`config.mk`:
```
export PLATFORM = sky130hd
export DESIGN_NAME = radix_digit_converter_top
export DESIGN_NICKNAME = d
export VERILOG_FILES = /design/src/sv/rdc_pkg.sv /design/src/sv/rdc_datapath.sv /design/src/sv/rdc_ctrl.sv /design/src/sv/radix_digit_converter_top.sv
export SDC_FILE = /design/constraint.sdc
export NUM_CORES = 1
export LEC_CHECK = 0
export ABC_AREA = 1
export BUFFER_PORTS_ARGS = -buffer_cell sky130_fd_sc_hd__buf_4
export CAP_MARGIN = 20
export CORE_MARGIN = 1
export CORE_UTILIZATION = 56
export CTS_CLUSTER_SIZE = 24
export DETAILED_ROUTE_END_ITERATION = 8
export PLACE_DENSITY = 0.81
export REMOVE_ABC_BUFFERS = 1
export SYNTH_ARGS = -nofsm -noshare
export SYNTH_HDL_FRONTEND = slang
export SYNTH_SLANG_ARGS = --single-unit
```
`constraint.sdc`:
```
create_clock -name clk_i -period 2.6 [get_ports clk_i]
set_input_delay 0.13 -clock clk_i [delete_from_list [all_inputs] [get_ports clk_i]]
set_output_delay 0.13 -clock clk_i [all_outputs]
set_load 0.05 [all_outputs]
```
`src/sv/rdc_pkg.sv`:
```
// ----------------------------------------------------------------------------
// Radix digit converter package
// Field widths, default sizes and the controller/datapath interface types.
// ----------------------------------------------------------------------------
package rdc_pkg;

  // Port field widths
  localparam int unsigned ValueW = 32;
  localparam int unsigned RadixW = 16;
  localparam int unsigned CountW = 6;
  localparam int unsigned DigitW = 16;

  // Default sizes
  localparam int unsigned ValueBitsDef = 32;
  localparam int unsigned MaxDigitsDef = 32;

  // Smallest usable base
  localparam logic [RadixW-1:0] MinRadix = RadixW'(2);

  // Commands from controller to datapath
  typedef struct packed {
    logic load;      // latch a new item, clear the divider and index
    logic div_step;  // one restoring division step
    logic store;     // write the remainder as the next digit
    logic err;       // load the error result into the output register
    logic rd;        // read the next digit (most significant first)
    logic pop;       // step the read index down after a delivered digit
  } cmd_t;

  // Status from datapath to controller
  typedef struct packed {
    logic div_last;   // this step finishes the current division
    logic quot_zero;  // quotient left after the division is zero
    logic at_limit;   // the digit being stored is the last one allowed
    logic min_mode;   // item asked for the minimal digit count
    logic out_last;   // result held in the output register ends the item
  } status_t;

endpackage

```
`src/sv/rdc_datapath.sv`:
```
// ----------------------------------------------------------------------------
// Radix digit converter datapath
// Serial restoring divider, digit store and output payload registers.
// ----------------------------------------------------------------------------
module rdc_datapath #(
  parameter int unsigned VALUE_BITS = rdc_pkg::ValueBitsDef,
  parameter int unsigned MAX_DIGITS = rdc_pkg::MaxDigitsDef
) (
  input  logic                        clk_i,
  input  logic                        rst_ni,
  input  logic [rdc_pkg::ValueW-1:0]  value_i,
  input  logic [rdc_pkg::RadixW-1:0]  radix_i,
  input  logic [rdc_pkg::CountW-1:0]  digit_count_i,
  input  rdc_pkg::cmd_t               cmd_i,
  output rdc_pkg::status_t            status_o,
  output logic [rdc_pkg::DigitW-1:0]  digit_o,
  output logic                        too_small_o
);
  import rdc_pkg::*;

  localparam int unsigned AW   = $clog2(MAX_DIGITS);
  localparam int unsigned CW   = $clog2(MAX_DIGITS + 1);
  localparam int unsigned BW   = $clog2(VALUE_BITS);
  localparam int unsigned ReqW = CountW + 1;
  localparam logic [ReqW-1:0] MaxReq  = ReqW'(MAX_DIGITS);
  localparam logic [BW-1:0]   LastBit = BW'(VALUE_BITS - 1);

  logic [VALUE_BITS-1:0] dvd_q;
  logic [RadixW-1:0]     rem_q;
  logic [RadixW-1:0]     base_q;
  logic [BW-1:0]         bit_q;
  logic [CW-1:0]         idx_q;
  logic [CW-1:0]         limit_q;
  logic                  min_mode_q;
  logic                  last_q;
  logic [DigitW-1:0]     rd_data_q;
  logic                  too_small_q;
  logic [DigitW-1:0]     mem [MAX_DIGITS];

  logic [RadixW:0]       rem_sh;
  logic [RadixW:0]       trial;
  logic                  fits;
  logic [CW-1:0]         idx_inc;
  logic [CW-1:0]         idx_m1;
  logic [ReqW-1:0]       req_ext;
  logic [CW-1:0]         limit_d;
  logic                  div_last;

  // One restoring step: shift in the next dividend bit, subtract if it fits.
  assign rem_sh   = {rem_q, dvd_q[VALUE_BITS-1]};
  assign trial    = rem_sh - {1'b0, base_q};
  assign fits     = ~trial[RadixW];
  assign idx_inc  = idx_q + CW'(1);
  assign idx_m1   = idx_q - CW'(1);
  assign div_last = (bit_q == LastBit);

  assign req_ext = {1'b0, digit_count_i};
  always_comb begin
    if (req_ext == '0 || req_ext > MaxReq) begin
      limit_d = CW'(MAX_DIGITS);
    end else begin
      limit_d = req_ext[CW-1:0];
    end
  end

  // Control state
  always_ff @(posedge clk_i or negedge rst_ni) begin
    if (!rst_ni) begin
      bit_q      <= '0;
      idx_q      <= '0;
      limit_q    <= '0;
      min_mode_q <= 1'b0;
      last_q     <= 1'b0;
    end else begin
      if (cmd_i.load) begin
        bit_q      <= '0;
        idx_q      <= '0;
        limit_q    <= limit_d;
        min_mode_q <= (digit_count_i == '0);
      end
      if (cmd_i.div_step) begin
        bit_q <= div_last ? '0 : bit_q + BW'(1);
      end
      if (cmd_i.store) begin
        idx_q <= idx_inc;
      end
      if (cmd_i.pop) begin
        idx_q <= idx_m1;
      end
      if (cmd_i.err) begin
        last_q <= 1'b1;
      end
      if (cmd_i.rd) begin
        last_q <= (idx_q == CW'(1));
      end
    end
  end

  // Payload
  always_ff @(posedge clk_i) begin
    if (cmd_i.load) begin
      dvd_q  <= VALUE_BITS'(value_i);
      rem_q  <= '0;
      base_q <= (radix_i < MinRadix) ? MinRadix : radix_i;
    end
    if (cmd_i.div_step) begin
      dvd_q <= {dvd_q[VALUE_BITS-2:0], fits};
      rem_q <= fits ? trial[RadixW-1:0] : rem_sh[RadixW-1:0];
    end
    if (cmd_i.store) begin
      rem_q <= '0;
    end
    if (cmd_i.err) begin
      rd_data_q   <= '0;
      too_small_q <= 1'b1;
    end
    if (cmd_i.rd) begin
      rd_data_q   <= mem[idx_m1[AW-1:0]];
      too_small_q <= 1'b0;
    end
  end

  // Digit store, least significant digit at entry zero
  always_ff @(posedge clk_i) begin
    if (cmd_i.store) begin
      mem[idx_q[AW-1:0]] <= DigitW'(rem_q);
    end
  end

  assign status_o.div_last  = div_last;
  assign status_o.quot_zero = (dvd_q == '0);
  assign status_o.at_limit  = (idx_inc == limit_q);
  assign status_o.min_mode  = min_mode_q;
  assign status_o.out_last  = last_q;

  assign digit_o     = rd_data_q;
  assign too_small_o = too_small_q;

endmodule

```
`src/sv/rdc_ctrl.sv`:
```
// ----------------------------------------------------------------------------
// Radix digit converter controller
// Sequences division, digit storage and digit delivery for one item.
// ----------------------------------------------------------------------------
module rdc_ctrl (
  input  logic               clk_i,
  input  logic               rst_ni,
  input  logic               in_valid_i,
  output logic               in_ready_o,
  output logic               out_valid_o,
  input  logic               out_ready_i,
  input  rdc_pkg::status_t   status_i,
  output rdc_pkg::cmd_t      cmd_o
);
  import rdc_pkg::*;

  typedef enum logic [2:0] {
    S_IDLE,
    S_DIV,
    S_STORE,
    S_READ,
    S_SEND
  } state_e;

  state_e state_q;
  logic   in_ready_q;
  logic   out_valid_q;
  logic   conv_done;

  assign conv_done = (status_i.min_mode && status_i.quot_zero) || status_i.at_limit;

  always_comb begin
    cmd_o = '0;
    case (state_q)
      S_IDLE:  cmd_o.load     = in_valid_i;
      S_DIV:   cmd_o.div_step = 1'b1;
      S_STORE: begin
        cmd_o.store = 1'b1;
        cmd_o.err   = conv_done && !status_i.quot_zero;
      end
      S_READ:  cmd_o.rd       = 1'b1;
      S_SEND:  cmd_o.pop      = out_ready_i && !status_i.out_last;
      default: cmd_o = '0;
    endcase
  end

  always_ff @(posedge clk_i or negedge rst_ni) begin
    if (!rst_ni) begin
      state_q     <= S_IDLE;
      in_ready_q  <= 1'b1;
      out_valid_q <= 1'b0;
    end else begin
      case (state_q)
        S_IDLE: begin
          if (in_valid_i) begin
            in_ready_q <= 1'b0;
            state_q    <= S_DIV;
          end
        end
        S_DIV: begin
          if (status_i.div_last) begin
            state_q <= S_STORE;
          end
        end
        S_STORE: begin
          if (!conv_done) begin
            state_q <= S_DIV;
          end else if (status_i.quot_zero) begin
            state_q <= S_READ;
          end else begin
            out_valid_q <= 1'b1;
            state_q     <= S_SEND;
          end
        end
        S_READ: begin
          out_valid_q <= 1'b1;
          state_q     <= S_SEND;
        end
        S_SEND: begin
          if (out_ready_i) begin
            out_valid_q <= 1'b0;
            if (status_i.out_last) begin
              in_ready_q <= 1'b1;
              state_q    <= S_IDLE;
            end else begin
              state_q <= S_READ;
            end
          end
        end
        default: begin
          state_q     <= S_IDLE;
          in_ready_q  <= 1'b1;
          out_valid_q <= 1'b0;
        end
      endcase
    end
  end

  assign in_ready_o  = in_ready_q;
  assign out_valid_o = out_valid_q;

endmodule

```
`src/sv/radix_digit_converter_top.sv`:
```
// ----------------------------------------------------------------------------
// Radix digit converter
// Emits the digits of an unsigned value in a given base, most significant
// first, with the final digit of each item marked.
// ----------------------------------------------------------------------------
// One item is worked on at a time. A digit costs one division by the base
// on a bit-serial restoring divider, plus a step to store it; after all
// digits are produced, each is read from the digit store and presented on
// the output. A count of zero asks for the minimal number of digits; a
// nonzero count pads with leading zeros, and is held at MAX_DIGITS if
// larger. When the count cannot hold the value, a single item with digit
// zero, last and too_small set is given instead. A base below two is
// treated as two. Only the low VALUE_BITS bits of the value are used.
// ----------------------------------------------------------------------------
module radix_digit_converter_top #(
  parameter int unsigned VALUE_BITS = rdc_pkg::ValueBitsDef,
  parameter int unsigned MAX_DIGITS = rdc_pkg::MaxDigitsDef
) (
  input  logic                        clk_i,
  input  logic                        rst_ni,
  // Input item channel
  input  logic                        in_valid_i,
  output logic                        in_ready_o,
  input  logic [rdc_pkg::ValueW-1:0]  value_i,
  input  logic [rdc_pkg::RadixW-1:0]  radix_i,
  input  logic [rdc_pkg::CountW-1:0]  digit_count_i,
  // Result item channel
  output logic                        out_valid_o,
  input  logic                        out_ready_i,
  output logic [rdc_pkg::DigitW-1:0]  digit_o,
  output logic                        last_o,
  output logic                        too_small_o
);
  import rdc_pkg::*;

  cmd_t    cmd;
  status_t status;

  // Sequencer: divide, store, then hand digits out one item at a time
  rdc_ctrl u_ctrl (
    .clk_i       (clk_i),
    .rst_ni      (rst_ni),
    .in_valid_i  (in_valid_i),
    .in_ready_o  (in_ready_o),
    .out_valid_o (out_valid_o),
    .out_ready_i (out_ready_i),
    .status_i    (status),
    .cmd_o       (cmd)
  );

  // Divider, digit store and output payload
  rdc_datapath #(
    .VALUE_BITS (VALUE_BITS),
    .MAX_DIGITS (MAX_DIGITS)
  ) u_datapath (
    .clk_i         (clk_i),
    .rst_ni        (rst_ni),
    .value_i       (value_i),
    .radix_i       (radix_i),
    .digit_count_i (digit_count_i),
    .cmd_i         (cmd),
    .status_o      (status),
    .digit_o       (digit_o),
    .too_small_o   (too_small_o)
  );

  // The last flag is held in the datapath alongside the digit
  assign last_o = status.out_last;

endmodule
```
; ---- After elaboration in Yosys (flattened, before gate mapping)
; Memories as Yosys holds them, arrays and structs flattened.
; Index checks and enable logic that the tools add are counted.
[word_totals]
register_bits = 105
ram_bits = 512
wordCells = 93
n_memories = 1
[classes]
addsub = 4
n_lt_le_gt_ge = 2
eq_ne = 13
mux = 38
bitwise = 3
reduce_logical = 19
[memory_table]
columns = name, words, width, rd, rd_clocked_by_memory_dff, write_ports, line
row1 = u_datapath.mem, 32, 16, 1, 0, 1, rdc_datapath.sv:38  ; logic [DigitW-1:0] mem [MAX_DIGITS];
[ops]
columns = op, n
row1 = 16-bit two-way mux, 5
row2 = 32-bit two-way mux, 2
row3 = 32-bit logical NOT, 1
row4 = 6-bit two-way mux, 4
row5 = 17-bit by 16-bit subtractor with 17-bit output, 1
row6 = "16-bit by 2-bit less-than comparator with 1-bit output, second input constant", 1
row7 = 3-bit two-way mux, 5
row8 = 5-bit two-way mux, 3
row9 = 3-bit one-hot mux with 5 select lines, 1
row10 = 1-bit two-way mux, 14
row11 = 4-bit AND reduction, 2
row12 = 7-bit logical NOT, 1
row13 = "6-bit by 1-bit adder with 6-bit output, second input constant", 1
row14 = "3-bit by 2-bit == test with 1-bit output, second input constant", 2
row15 = "6-bit by 1-bit == test with 1-bit output, second input constant", 1
row16 = 6-bit == test, 1
row17 = "6-bit greater-than comparator, second input constant", 1
row18 = 6-bit logical NOT, 1
row19 = "2-bit by 1-bit inequality test with 1-bit output, second input constant", 3
row20 = "2-bit inequality test, second input constant", 3
row21 = "6-bit by 1-bit subtractor with 6-bit output, second input constant", 1
row22 = "5-bit by 1-bit adder with 5-bit output, second input constant", 1
row23 = "5-bit == test, second input constant", 1
row24 = 2-bit two-way mux, 2
row25 = 14 further kinds, 21

; ---- Logic depth before layout (Yosys ltp)
; Gate-level depths: netlist (run 1).
[logic_depth]
word_depth = 7
ltp_mapped = 16
mapped_depth_nobuf = 16

; ---- Hierarchy
; Synthesis (run 1) repeated with hierarchy kept, for this count alone.
[hier_totals]
hier_cells = 2219
hier_area_um2 = 26151.3
[by_module_without_submodules]
columns = module, n_inst, cells_each, area_each_um2, seq_area_each_um2
row1 = rdc_datapath, 1, 2169, 25811.0, 18112.4
row2 = rdc_ctrl, 1, 50, 340.3, 126.4

; ---- Least setup slack after synthesis (run 1)
; No wires, ideal clock.
[synth_path]
path_kind = register -> register
from = reg u_datapath.rem_q[0]
to = reg u_datapath.dvd_q[0] (data pin)
arrival_time_ns = 2.215
setup_slack_ns = 0.117
stages_incl_launch_ff = 14
n_path_buf = 1
period_less_slack_ns = 2.483
cell_sequence = dfxtp_1 inv_1 fa_1 inv_1 nand2_1 nand2_1 nand3_1 nand2_2 nand2_1 nand2_1 nand2_1 nand2_2 buf_6 o21ai_0
[synth_between]
elab_chain_len = 3
[synth_rtl]
columns = element, line
row1 = "start, declared", rdc_datapath.sv:29  ; logic [RadixW-1:0] rem_q;
row2 = "start signal, assigned", rdc_datapath.sv:108  ; rem_q <= fits ? trial[RadixW-1:0] : rem_sh[RadixW-1:0];
row3 = 17-bit by 16-bit subtractor with 17-bit output, rdc_datapath.sv:51  ; assign trial = rem_sh - {1'b0, base_q};
row4 = 1-bit NOT, rdc_datapath.sv:52  ; assign fits = ~trial[RadixW];
row5 = 32-bit two-way mux, rdc_datapath.sv:106  ; if (cmd_i.div_step) begin
row6 = "end signal, assigned", rdc_datapath.sv:102  ; dvd_q <= VALUE_BITS'(value_i);
row7 = "end signal, assigned", rdc_datapath.sv:107  ; dvd_q <= {dvd_q[VALUE_BITS-2:0], fits};
row8 = "end, declared", rdc_datapath.sv:28  ; logic [VALUE_BITS-1:0] dvd_q;
; No other way between the ends.
; A chain may end at the register's enable or synchronous reset.

; ---- Worst setup path after layout (run 1)
[layout_path]
from = reg u_datapath.idx_q[0]
to = reg u_datapath.rd_data_q[4] (netlist: u_datapath.digit_o[4]) (data pin)
[layout_between]
elab_chain_len = 3
[layout_rtl]
columns = element, line
row1 = "start, declared", rdc_datapath.sv:32  ; logic [CW-1:0] idx_q;
row2 = "start signal, assigned", rdc_datapath.sv:85  ; idx_q <= idx_inc;
row3 = "start signal, assigned", rdc_datapath.sv:88  ; idx_q <= idx_m1;
row4 = 6-bit by 1-bit subtractor with 6-bit output, rdc_datapath.sv:54  ; assign idx_m1 = idx_q - CW'(1);
row5 = memory read 32 x 16 bit, -
row6 = 16-bit two-way mux, rdc_datapath.sv:117  ; if (cmd_i.rd) begin
row7 = "end signal, assigned", rdc_datapath.sv:118  ; rd_data_q <= mem[idx_m1[AW-1:0]];
row8 = "end, declared", rdc_datapath.sv:36  ; logic [DigitW-1:0] rd_data_q;
; No other way between the ends.

==> results of run 1 <==
synthesized netlist by cell type, drive strengths merged:
cell / number
nand3: 89
edfxtp: 576
a22o: 3
a31oi: 16
ha: 23
nor3: 23
nor4: 3
nand4: 12
dfrtp: 23
clkbuf: 75
o22ai: 36
a32o: 1
dfxtp: 17
a21oi: 28
nor2: 402
and2: 2
buf: 64
o221ai: 36
xnor2: 1
or2: 2
dfstp: 1
o211ai: 81
clkinv: 1
nand3b: 3
o21bai: 1
o21ai: 298
xor2: 12
nand2: 255
a22oi: 1
o31ai: 1
o21a: 1
fa: 1
inv: 147
power breakdown:
group | switching [uW] | internal, uW
clock | 3570 | 4860
combinational | 11800 | 5050
sequential | 396 | 12600
timing repair:
item,CTS,global route
setup endpoints to repair,1,48
setup buffers,0,4
resized for setup,2,20
pin swaps,0,6
endpoints found under the hold margin,82,0
hold buffers,66,0
gates cloned,0,8
registers in the layout, indices dropped and copies added, names as in the netlist:
register	flops
u_datapath.rem_q	16
u_datapath.mem	512
u_datapath.digit_o	16
u_datapath.bit_q	5
u_datapath.base_q	16
u_ctrl.in_ready_o	1
u_datapath.too_small_o	1
u_datapath.last_q	1
u_ctrl.out_valid_o	1
u_datapath.limit_q	6
u_datapath.idx_q	6
u_datapath.dvd_q	32
u_ctrl.state_q	3
u_datapath.min_mode_q	1
stage by stage:
step | utilization | cells
3_3_place_gp | 0.603 | 2854
3_5_place_dp | 0.603 | 2854
6_report | 0.665 | 3041
2_1_floorplan | - | 2096
5_1_grt | 0.665 | 3040
4_1_cts | 0.658 | 3027
path summary, 6_finish.rpt:
path	startpoint	to	slack, ps	depth (start not counted)
hold / removal	radix_i[3]	u_datapath.base_q[3]	260	2
setup reg to reg	u_datapath.idx_q[0]	u_datapath.digit_o[4]	3	10
max in group asynchronous	rst_ni	u_datapath.idx_q[0]	1120	5
min in group asynchronous	rst_ni	u_ctrl.in_ready_o	570	3
hold reg to reg	u_ctrl.out_valid_o	u_ctrl.out_valid_o	490	2
setup / recovery	u_datapath.idx_q[0]	u_datapath.digit_o[4]	3	10
worst max-delay path, delay by kind of cell (launching register included):
family / cells / cell delay (ps)
compound gates: 2 / 310
xor+xnor: 1 / 200
fa+ha+maj: 1 / 290
buf+inv: 3 / 530
flops: 1 / 550
simple gates: 3 / 460
layout make-up:
type	count	area, um2
inverter	148	563
timing repair buffer	234	2210
tap	600	751
multi-input combinational	1334	6730
antenna	1	2.50
clock buffer	85	1600
fill	3030	15300
sequential	617	18200
clock inverter	22	270
logic make-up (layout without fill, tap and decap cells):
group                      count (synthesis)  in the layout  synth area share
DFF                                      617            617             0.699
AOI/OAI and AO/OA                        503            503             0.113
other                                      0              1                 0
and+or+nand+nor                          791            794             0.123
adders and majority gates                 24             24            0.0118
buffers and inverters                    287            489            0.0469
xor gates and xnor gates                  13             13           0.00609
layer usage:
layer	part of all wire	vias to the layer above
met5	0	-
met4	0.043	0
met3	0.12	209
met2	0.46	1457
met1	0.38	8779
li1	-	8295
==> flow_metrics.tcl, run 1 <==
set metrics [dict create \
    status "complete, no violations" \
    row_count 78 \
    layout_setup_ws_ps 3.16 \
    drv_slew 0 \
    finalSetupViolations 0 \
    cts_buffers 57 \
    worstPathArrival_ps 2930 \
    grt_pass1_vias 18300 \
    gp_congestion 0.908 \
    required_ps 2940 \
    powerDensity_nw_per_um2 1260 \
    num-nets-final 2474 \
    firstDrtPassIters 6 \
    yosysTopAreaCellShare 0.663 \
    fp.dieW_um 218 \
    fin_skew_ps 20.4 \
    cts_tree "built" \
    crit_type "flip-flop to flip-flop" \
    initial_core_util 0.571 \
    whs_ps 264 \
    wire_per_inst_um 22.6 \
    drc 0 \
    cp_slowest_cell "dfrtp_4" \
    via_per_inst 6.16 \
    max_cap_violations 0 \
    setup_tns_ps 0 \
    startpoint_type "flip-flop" \
    overflow 0 \
    ios 78 \
    p_leak_uw 0.0110 \
    yosysUniqueCellTypes 46 \
    fin_crit_ps 2600 \
    clk_pin_slew_ps 70 \
    ys_ff_latch 617 \
    vias 18700 \
    path_cells "inv_6 > ha_1 > xor2_4 > buf_4 > buf_12 > o211ai_1 > nand3_1 > nand3_1 > nand2_1 > a31oi_1" \
    grt-busiest-layer "met2" \
    syn_avg_cell_area_um2 11.7 \
    antenna_found_initial 0 \
    hold_viol_final 0 \
    worstMarginPinSlew_ps 663 \
    grt_max_degree 152 \
    die_h_um 218 \
    max_slew_margin 0.554 \
    cts_max_level 2 \
    drtIter0Drc 2904 \
    endpoint_kind "flip-flop" \
    layout_common_cells "576 x edfxtp_1, 401 x nor2_1, 266 x o21ai_0" \
    cpPeakStageDelay_ps 550 \
    final_area_um2 30400 \
    wirelength_mm 68.9 \
    port_buffers 77 \
    root_buffer "clkbuf_16" \
    syn_inst 2235 \
    hp-class "primary input to flip-flop" \
    max_freq_ghz 0.385 \
    grtUsageTotal 0.287 \
    drive_gt1_frac 0.116 \
    irDropWorstVdd_uv 790 \
    clk_path_buf_depth 3 \
    grt_use_met2 0.450 \
    final_common_cell "edfxtp_1" \
    grt_util_met1 0.392 \
    path_common_cell "nand3_1" \
    placed_area_um2 27500 \
    areaGrowthSynthToFinish_pct 16.5 \
    finalPower_uw 38300 \
    dieArea_um2 47400 \
    dp_slack_ps 29.4 \
    min_period_over_period 0.999 \
    cp_max_fo 27 \
    yosysSeqAreaShare 0.699 \
    detail-route-antenna-nets 0 \
    dpl.hpwl_mm 36.9 \
    coreArea_um2 45700 \
    grt_pass1_wl_mm 103 \
    clkLatencyLatePin_ps 610 \
    grt_use_met3 0.0515 \
    synth_top_area_cell "edfxtp_1" \
    rsz0062_at_grt "true" \
    netlist_area_um2 26100 \
    synth_area_leaders "edfxtp_1 66%, nor2_1 5.8%, o21ai_0 5.1%" \
    yosysWarnings 0 \
    clkSinkCount 617 \
]
(Power assumes the default switching activity.)
==> inputs of run 2 (changes only) <==
--- a/config.mk
+++ b/config.mk
@@ -8,8 +8,10 @@
 export ABC_AREA = 1
 export BUFFER_PORTS_ARGS = -buffer_cell sky130_fd_sc_hd__buf_4
 export CAP_MARGIN = 20
+export CELL_PAD_IN_SITES_DETAIL_PLACEMENT = 0
+export CELL_PAD_IN_SITES_GLOBAL_PLACEMENT = 1
 export CORE_MARGIN = 1
-export CORE_UTILIZATION = 56
+export CORE_UTILIZATION = 46
 export CTS_CLUSTER_SIZE = 24
 export DETAILED_ROUTE_END_ITERATION = 8
 export PLACE_DENSITY = 0.81
==> flow_metrics.tcl, run 2 (same netlist as run 1, synthesis figures left out) <==
set metrics [dict create \
    via_per_inst 5.64 \
    finalPower_uw 37700 \
    cts_buffers 59 \
    worstMarginPinSlew_ps 638 \
    placed_area_um2 27700 \
    drv_slew 0 \
    worstPathArrival_ps 2980 \
    vias 17900 \
    clkSinkCount 617 \
    critPathTopFamily "compound AO/OA/AOI/OAI gates" \
    ff2ff_path_depth 9 \
    drive_gt1_frac 0.113 \
    path_cells "inv_6 > ha_4 > buf_12 > o21ai_0 > o211ai_1 > nand3_1 > nand3_1 > nand2_1 > a31oi_1" \
    grtUsageTotal 0.235 \
    fp.dieW_um 240 \
    drtIter0Drc 2102 \
    required_ps 3080 \
    endpoint_kind "flip-flop" \
    crit_type "flip-flop to flip-flop" \
    max_freq_ghz 0.399 \
    coreArea_um2 55500 \
    initial_core_util 0.470 \
    path_common_cell "nand3_1" \
    min_from "radix_i[6]" \
    finalSetupViolations 0 \
    max_cap_violations 0 \
    powerDensity_nw_per_um2 1240 \
    cp_slowest_cell "dfrtp_4" \
    drc 0 \
    largest_reg_flops 512 \
    grt_pass1_wl_mm 102 \
    irDropWorstVdd_uv 1020 \
    clk_pin_slew_ps 60 \
    layout_common_cells "576 x edfxtp_1, 400 x nor2_1, 265 x o21ai_0" \
    cts_tree "built" \
    die_h_um 240 \
    dieArea_um2 57600 \
    cts_max_level 2 \
    grt_pass1_vias 17500 \
    firstDrtPassIters 6 \
    hold_viol_final 0 \
    final_area_um2 30500 \
    max_slew_margin 0.573 \
    hp-class "primary input to flip-flop" \
    whs_ps 234 \
    reg2reg_slack_ps 100 \
    overflow 0 \
    final_core_util 0.549 \
    clk_path_buf_depth 3 \
    final_common_cell "edfxtp_1" \
    ios 78 \
    p_leak_uw 0.0110 \
    timing.rr.start "u_datapath.idx_q[0]" \
    fin_skew_ps 24.9 \
    n_antenna_cell 0 \
    cpPeakStageDelay_ps 470 \
    num-nets-final 2465 \
    stdcell_count 3181 \
    wire_per_inst_um 21.1 \
    row_count 86 \
    port_buffers 77 \
    rsz0062_at_grt "false" \
    status "complete, no violations" \
    detail-route-antenna-nets 0 \
    wirelength_mm 67.1 \
    gp_congestion 0.847 \
    grt_max_degree 133 \
    root_buffer "clkbuf_16" \
    fin_crit_ps 2500 \
    min_period_over_period 0.963 \
    critical_path_buf_inv_count 2 \
    clkLatencyLatePin_ps 640 \
    antenna_found_initial 1 \
    dpl.hpwl_mm 39.2 \
    whs_path_depth 2 \
    areaGrowthSynthToFinish_pct 16.9 \
    r2r-end "u_datapath.digit_o[4]" \
    startpoint_type "flip-flop" \
    holdPathEnd "u_datapath.base_q[6]" \
    dp.cells 3002 \
    cp_max_fo 51 \
]
-- run 2: layer usage --
metal | up-vias | share of wire | GRT usage
met1 | 8778 | 0.42 | 0.318
met2 | 751 | 0.46 | 0.374
met4 | 2 | 0.036 | 0.0950
met5 | - | 0.00019 | 0
li1 | 8277 | - | -
met3 | 135 | 0.079 | 0.0434
-- run 2: worst max path at each step --
stage	from	cells after the start	endpoint
after floorplan	u_datapath.idx_q[0]	10	u_datapath.digit_o[0]
after global placement	u_datapath.idx_q[0]	6	u_datapath.mem[25][5]
after detailed placement	u_datapath.idx_q[0]	6	u_datapath.mem[13][7]
after CTS	u_datapath.idx_q[0]	6	u_datapath.mem[13][13]
after global routing	u_datapath.dvd_q[31]	16	u_datapath.rem_q[15]
final	u_datapath.idx_q[0]	9	u_datapath.digit_o[4]
-- run 2: cell type report --
type                            count  area (um2)
Clock inverter                     33         420
Tap cell                          748         936
Clock buffer                       78        1600
Sequential cell                   617       18200
Timing Repair Buffer              226        2070
Fill cell                        4599       25100
Multi-Input combinational cell   1331        6650
Inverter                          148         561
-- run 2: stage by stage --
stage / setup TNS [ps] / setup WS (ps)
final: 0 / 96.2
after global routing: 0 / 18.0
after CTS: 0 / 3.47
after detailed placement: -169 / -11.2
after global placement: 0 / 34.5
after floorplan: -2792360 / -10680
-- run 2: where the power goes --
group / total [uW] / internal, uW / leakage, uW / switching, uW
sequential: 13100 / 12600 / 0.00575 / 425
clock: 8900 / 5150 / 0.000972 / 3750
combinational: 15700 / 4570 / 0.00423 / 11100
-- run 2: repair_timing --
item | in CTS | in global routing
gates resized for setup | 1 | 7
endpoints found under the hold margin | 86 | 0
cloned | 0 | 1
buffers inserted | 0 | 1
hold buffers | 65 | 0
setup endpoints to repair | 16 | 144
